**src/wqs_pkg.sv**
```systemverilog
// Shared types and constants for the weighted quantile selector.
package wqs_pkg;

    // Field widths.
    localparam int LABEL_W  = 32;
    localparam int WEIGHT_W = 32;
    localparam int ALPHA_W  = 16;
    localparam int STATUS_W = 2;

    // Default capacity of the sorting chain.
    localparam int MAX_ITEMS_DEF = 64;

    // Register file.
    localparam int              PADDR_W     = 2;
    localparam int              PDATA_W     = 32;
    localparam logic [PADDR_W-1:0] ADDR_ALPHA = 2'd0;
    localparam logic [ALPHA_W-1:0] ALPHA_RESET = 16'h8000;

    // Status codes.
    localparam logic [STATUS_W-1:0] STATUS_OK   = 2'd0;
    localparam logic [STATUS_W-1:0] STATUS_ZERO = 2'd1;
    localparam logic [STATUS_W-1:0] STATUS_DROP = 2'd2;

    // One stored (label, weight) pair.
    typedef struct packed {
        logic signed [LABEL_W-1:0] label;
        logic [WEIGHT_W-1:0]       weight;
    } pair_t;

    // Control broadcast to every cell of the chain.
    typedef struct packed {
        logic insert;
        logic pop;
    } cell_ctrl_t;

endpackage

```
**src/wqs_cell.sv**
```systemverilog
// One insertion-sort cell: holds a pair and trades it with its neighbors.
module wqs_cell (
    input  logic               aclk,
    input  wqs_pkg::cell_ctrl_t ctrl,
    input  wqs_pkg::pair_t     new_pair,
    input  wqs_pkg::pair_t     left_pair,
    input  logic               left_gt,
    input  logic               left_valid,
    input  wqs_pkg::pair_t     right_pair,
    input  logic               self_valid,
    output wqs_pkg::pair_t     pair,
    output logic               gt
);
    import wqs_pkg::*;

    pair_t pair_reg;
    pair_t pair_next;

    // The stored label is strictly greater than the incoming one, so it moves right.
    assign gt   = self_valid && (pair_reg.label > new_pair.label);
    assign pair = pair_reg;

    // Pop shifts toward the head; insert shifts greater labels away from it.
    always_comb begin
        pair_next = pair_reg;
        if (ctrl.pop) begin
            pair_next = right_pair;
        end else if (ctrl.insert) begin
            if (left_gt) begin
                pair_next = left_pair;
            end else if (gt || (!self_valid && left_valid)) begin
                pair_next = new_pair;
            end
        end
    end

    always_ff @(posedge aclk) begin
        pair_reg <= pair_next;
    end

endmodule

```
**config.mk**
```make
export PLATFORM = sky130hd
export DESIGN_NAME = wqs_cell
export DESIGN_NICKNAME = d
export VERILOG_FILES = /design/src/wqs_pkg.sv /design/src/wqs_cell.sv
export SDC_FILE = /design/constraint.sdc
export NUM_CORES = 1
export LEC_CHECK = 0
export BUFFER_PORTS_ARGS = -buffer_cell sky130_fd_sc_hd__buf_4
export CAP_MARGIN = 20
export CORE_AREA = 2 2 103 105
export DETAILED_ROUTE_END_ITERATION = 12
export DIE_AREA = 0 0 105 107
export PLACE_DENSITY = 0.77
export SLEW_MARGIN = 20
export SYNTH_ARGS = -nofsm -noshare
export SYNTH_HDL_FRONTEND = slang
export SYNTH_SLANG_ARGS = --single-unit
```
**constraint.sdc**
```tcl
create_clock -name aclk -period 16.4 [get_ports aclk]
set_clock_uncertainty 0.15 [all_clocks]
set_input_delay 4.1 -clock aclk [delete_from_list [all_inputs] [get_ports aclk]]
set_output_delay 4.1 -clock aclk [all_outputs]
set_load 0.05 [all_outputs]
```
; ---- Yosys cells after proc, flatten, opt, wreduce, memory -nomap -nowiden
; Index checks and enable logic that the tools add are counted.
[op_classes]
addsub = 0
n_mul = 0
n_div = 0
n_lt_le_gt_ge = 1
eq_ne = 0
shift = 0
n_mux = 4
bitwise = 0
n_reduce_logical = 7
[ops]
columns = cell, n
row1 = $mux W64, 4
row2 = $gt A32 B32 Y1, 1
row3 = $reduce_bool A3 Y1, 1
row4 = $logic_and A1 B1 Y1, 2
row5 = $reduce_and A2 Y1, 1
row6 = $reduce_bool A2 Y1, 1
row7 = $logic_not A1 Y1, 1
row8 = $logic_or A1 B1 Y1, 1
[totals]
reg_bits = 64
latchBits = 0
ramBits = 0
romBits = 0
input_bits = 198
out_inout_bits = 65
word_cells = 14
mem_count = 0

; ---- Longest topological paths before layout
[depth]
word_depth = 7
mapped_depth = 8
depth_no_buf = 8

; ---- Worst setup path after synthesis
; No wires, ideal clock.
[synth_path]
path_kind = in2out
startpoint = in new_pair[46] in the netlist's numbering
endpoint = out gt
arrival_time_ns = 6.106
required_time_ns = 12.150
slack_ns = 6.044
stages = 8
path_buffers = 0
cell_sequence = inv_1 ha_1 a21oi_1 nand2_1 a221o_1 o31a_1 or4b_4 nand2_1
[synth_via]
elab_chain_cells = 2
[synth_lines]
columns = item, line_no
row1 = from (decl), wqs_cell.sv:5  ; input wqs_pkg::pair_t new_pair,
row2 = $gt A32 B32 Y1, wqs_cell.sv:20  ; assign gt = self_valid && (pair_reg.label > new_pair.label);
row3 = $logic_and A1 B1 Y1, wqs_cell.sv:20
row4 = to (decl), wqs_cell.sv:12  ; output logic gt
; Every way passes these cells.

; ---- Final worst setup path
[layout_path]
startpoint = in new_pair[39] in the netlist's numbering
endpoint = out gt
; The elaborated chain is that of the path after synthesis.

==> metrics <==
utilization after layout=0.623; # IOs=between 200 and 300; WL/cell=about 15 um; setup bufs post-CTS=0; total power=around 520 uW; fin nets=slightly below 900; worst vdd ir=slightly below 0.00004 V; Avg Vias per Cell=approximately 5; Placer Congestion=0.883; first-pass GRT wire length=~19 mm; reg2reg end=pair[51]; worst hold path type=flip-flop to flip-flop; Pins Over Slew Limit=0; Rows=37; instance count on the critical path=10; worst hold start=pair[63]; CTS tree=yes; vias in the first global route=~4,000; Leak=0.00312 uW; Peak Freq=~0.094 GHz; Critical Path Source=new_pair[39]; Slew headroom=0.419; Die H=107 um; highest cell delay on the worst timing path=between 0.5 and 0.6 ns; Max Cap Viol=0; synthesized flop and latch total=between 60 and 70; Slowest-stage cell, CP=or4b_4; Worst R2R Path Depth=8; largest net degree at the start of global routing=81; syn_nets=~630; ANT cells=0; Buf+Inv Stages, Crit Path=3; initial antenna violation count=0; crit path launch type=input pin; CTS clk-pin slew, worst paths=0.07 ns; RSZ-0062 raised after global routing=false; mapped cell area=4040 um2; clock latency on the worst-skew pair=between 0.3 and 0.4 ns; reg2reg setup slack=12.69 ns; global route overflow=0; Final Hold Fails=0; die area=11,200 um2; Pre-antenna DRT Iters=4; sum of negative setup slack=0 ns; CP Max Fanout=3; drt total wl=12.2 mm; filler cell count=~870; Gate Count Post-Synth=a little under 400; Post-CTS Resized=0; CP endpoint=gt; cts hold-fix bufs=0; CP Data Arrival Time=~6.4 ns; Top cell by count, worst path=buf_4; Worst EP required=about 12 ns; Tmin final=between 10 and 15 ns; area delta synth->final=55.6%; remaining antenna violation count=0; Tcrit/Tclk final=0.647; H-tree depth=3; max reg flops=64; GR Util All Layers=0.211; critical-path cell list=buf_4 -> inv_1 -> ha_1 -> a21oi_1 -> o21ai_0 -> a221o_1 -> o31a_1 -> or4b_4 -> nand2_1 -> buf_4; Ys Warns=0; Synth cell types=25; Die X-Extent=105 um; Core Region=roughly 10,000 um2; Mean Syn Cell Area=just over 10 um2; layout cells sized above 1=0.425; clock tree root driver cell=clkbuf_8; P per Cell Area=a little over 80 nW/um2; actual slew at the worst max-slew pin=roughly 0.87 ns; input/output buffers=262; Detailed Place HPWL=just under 10 mm; drt drc=0; TritonCTS Buffers=9; Seq/Total Area, Yosys=0.475; # setup viols final=0; 1st-iter DRT viols=244; Worst setup EP type=output pin; type of the worst setup path=input pin to output pin; Initial Util=0.401; via count=roughly 3,900; CP top delay family=compound AO/OA/AOI/OAI gates; Clock Path Buffers=2; outcome=complete, no violations; worst r2r src=pair[39]; Clock Sinks=64
==> cells in the mapped netlist <==
cell type  instances  area (um2)
inv_1             33         124
a221oi_1           1        8.76
nand3_1            3        15.0
nor4_1             1        6.26
edfxtp_1          64        1920
o21ai_0           67         335
mux2i_1           64         641
a31oi_1            2        12.5
nand2_1           72         270
a211oi_1           2        15.0
o31a_1             1        8.76
a21oi_1           12        60.1
a21o_1             1        7.51
nor3_1             1        5.00
o211ai_1           3        22.5
nor2_1             5        18.8
a221o_1            1        10.0
a2111oi_0          1        8.76
nor2b_1            1        6.26
ha_1              32         400
clkbuf_1          16        60.1
buf_2              2        10.0
or4b_4             1        13.8
nand4_1            8        50.1
buf_1              3        11.3
==> worst reg2reg max path, stage by stage (launching register included) <==
cell and delay [ns]:
edfxtp_1 0.41, ha_1 0.33, a21oi_1 0.18, o21ai_0 0.17, a221o_1 0.33, o31a_1 0.31
or4b_4 0.54, a31oi_4 0.17, buf_4 0.68
==> worst min path at each step <==
| stage | cells past startpoint | endpoint | slack (ns) |
|---|---|---|---|
| detailed placement | 4 | pair[44] | 1.34 |
| global placement | 4 | pair[44] | 1.31 |
| finish | 4 | pair[44] | 1.30 |
| CTS | 4 | pair[44] | 1.35 |
| global route | 4 | pair[43] | 1.43 |
| floorplan | 3 | pair[0] | 2.63 |
==> kinds of logic after synthesis <==
kind of cell             after synthesis  synth area share
AO/OA/AOI/OAI                         91             0.121
multiplexers                          64             0.158
AND/OR/NAND/NOR                       92            0.0953
adder cells (fa/ha/maj)               32            0.0990
buffers and inverters                 54            0.0508
flip-flops                            64             0.475
==> power breakdown <==
| part | internal (uW) | switching, uW | total (uW) |
|---|---|---|---|
| Clock | 52.5 | 59.2 | 112 |
| Combinational | 76.3 | 119 | 195 |
| Sequential | 204 | 7.83 | 212 |
==> layer usage <==
| metal | global-route usage | routed length (um) | up-vias | share of wire |
|---|---|---|---|---|
| li1 | - | - | 1945 | - |
| met1 | 0.227 | 4480 | 1742 | 0.37 |
| met2 | 0.389 | 6490 | 171 | 0.53 |
| met3 | 0.0614 | 958 | 22 | 0.078 |
| met4 | 0.0857 | 316 | 0 | 0.026 |
| met5 | 0 | 0 | - | 0 |
==> area by class of cell <==
cell class / count / area, um2 / area share
timing repair buffer: 265 / 1990 / 0.316
inverter: 33 / 124 / 0.0197
clock inverter: 5 / 25.0 / 0.00398
tap: 136 / 170 / 0.0271
multi-input combinational: 279 / 1930 / 0.307
clock buffer: 10 / 128 / 0.0203
sequential: 64 / 1920 / 0.306
==> stage by stage <==
step	hold WS, ns	cell area (um2)	instances	setup slack, ns
5_1_grt	1.43	6290	792	5.75
3_3_place_gp	1.31	6140	777	5.88
6_report	1.30	6290	792	5.79
3_5_place_dp	1.34	6140	777	5.83
2_1_floorplan	2.63	4040	397	6.04
4_1_cts	1.35	6290	792	5.81
==> cells in the final DEF (no fill, tap or decap), drive strengths merged <==
cell      netlist  final
ha             32     32
nand4           8      8
nor2b           1      1
clkbuf         16     10
mux2i          64     64
clkinvlp        0      1
nor3            1      1
clkinv          0      4
or4b            1      1
a31oi           2      2
a21oi          12     12
nor2            5      5
buf             5    265
o211ai          3      3
a2111oi         1      1
inv            33     33
nand2          72     72
a21o            1      1
o21ai          67     67
a221oi          1      1
nand3           3      3
a211oi          2      2
a221o           1      1
nor4            1      1
o31a            1      1
edfxtp         64     64
(Power assumes the default switching activity.)
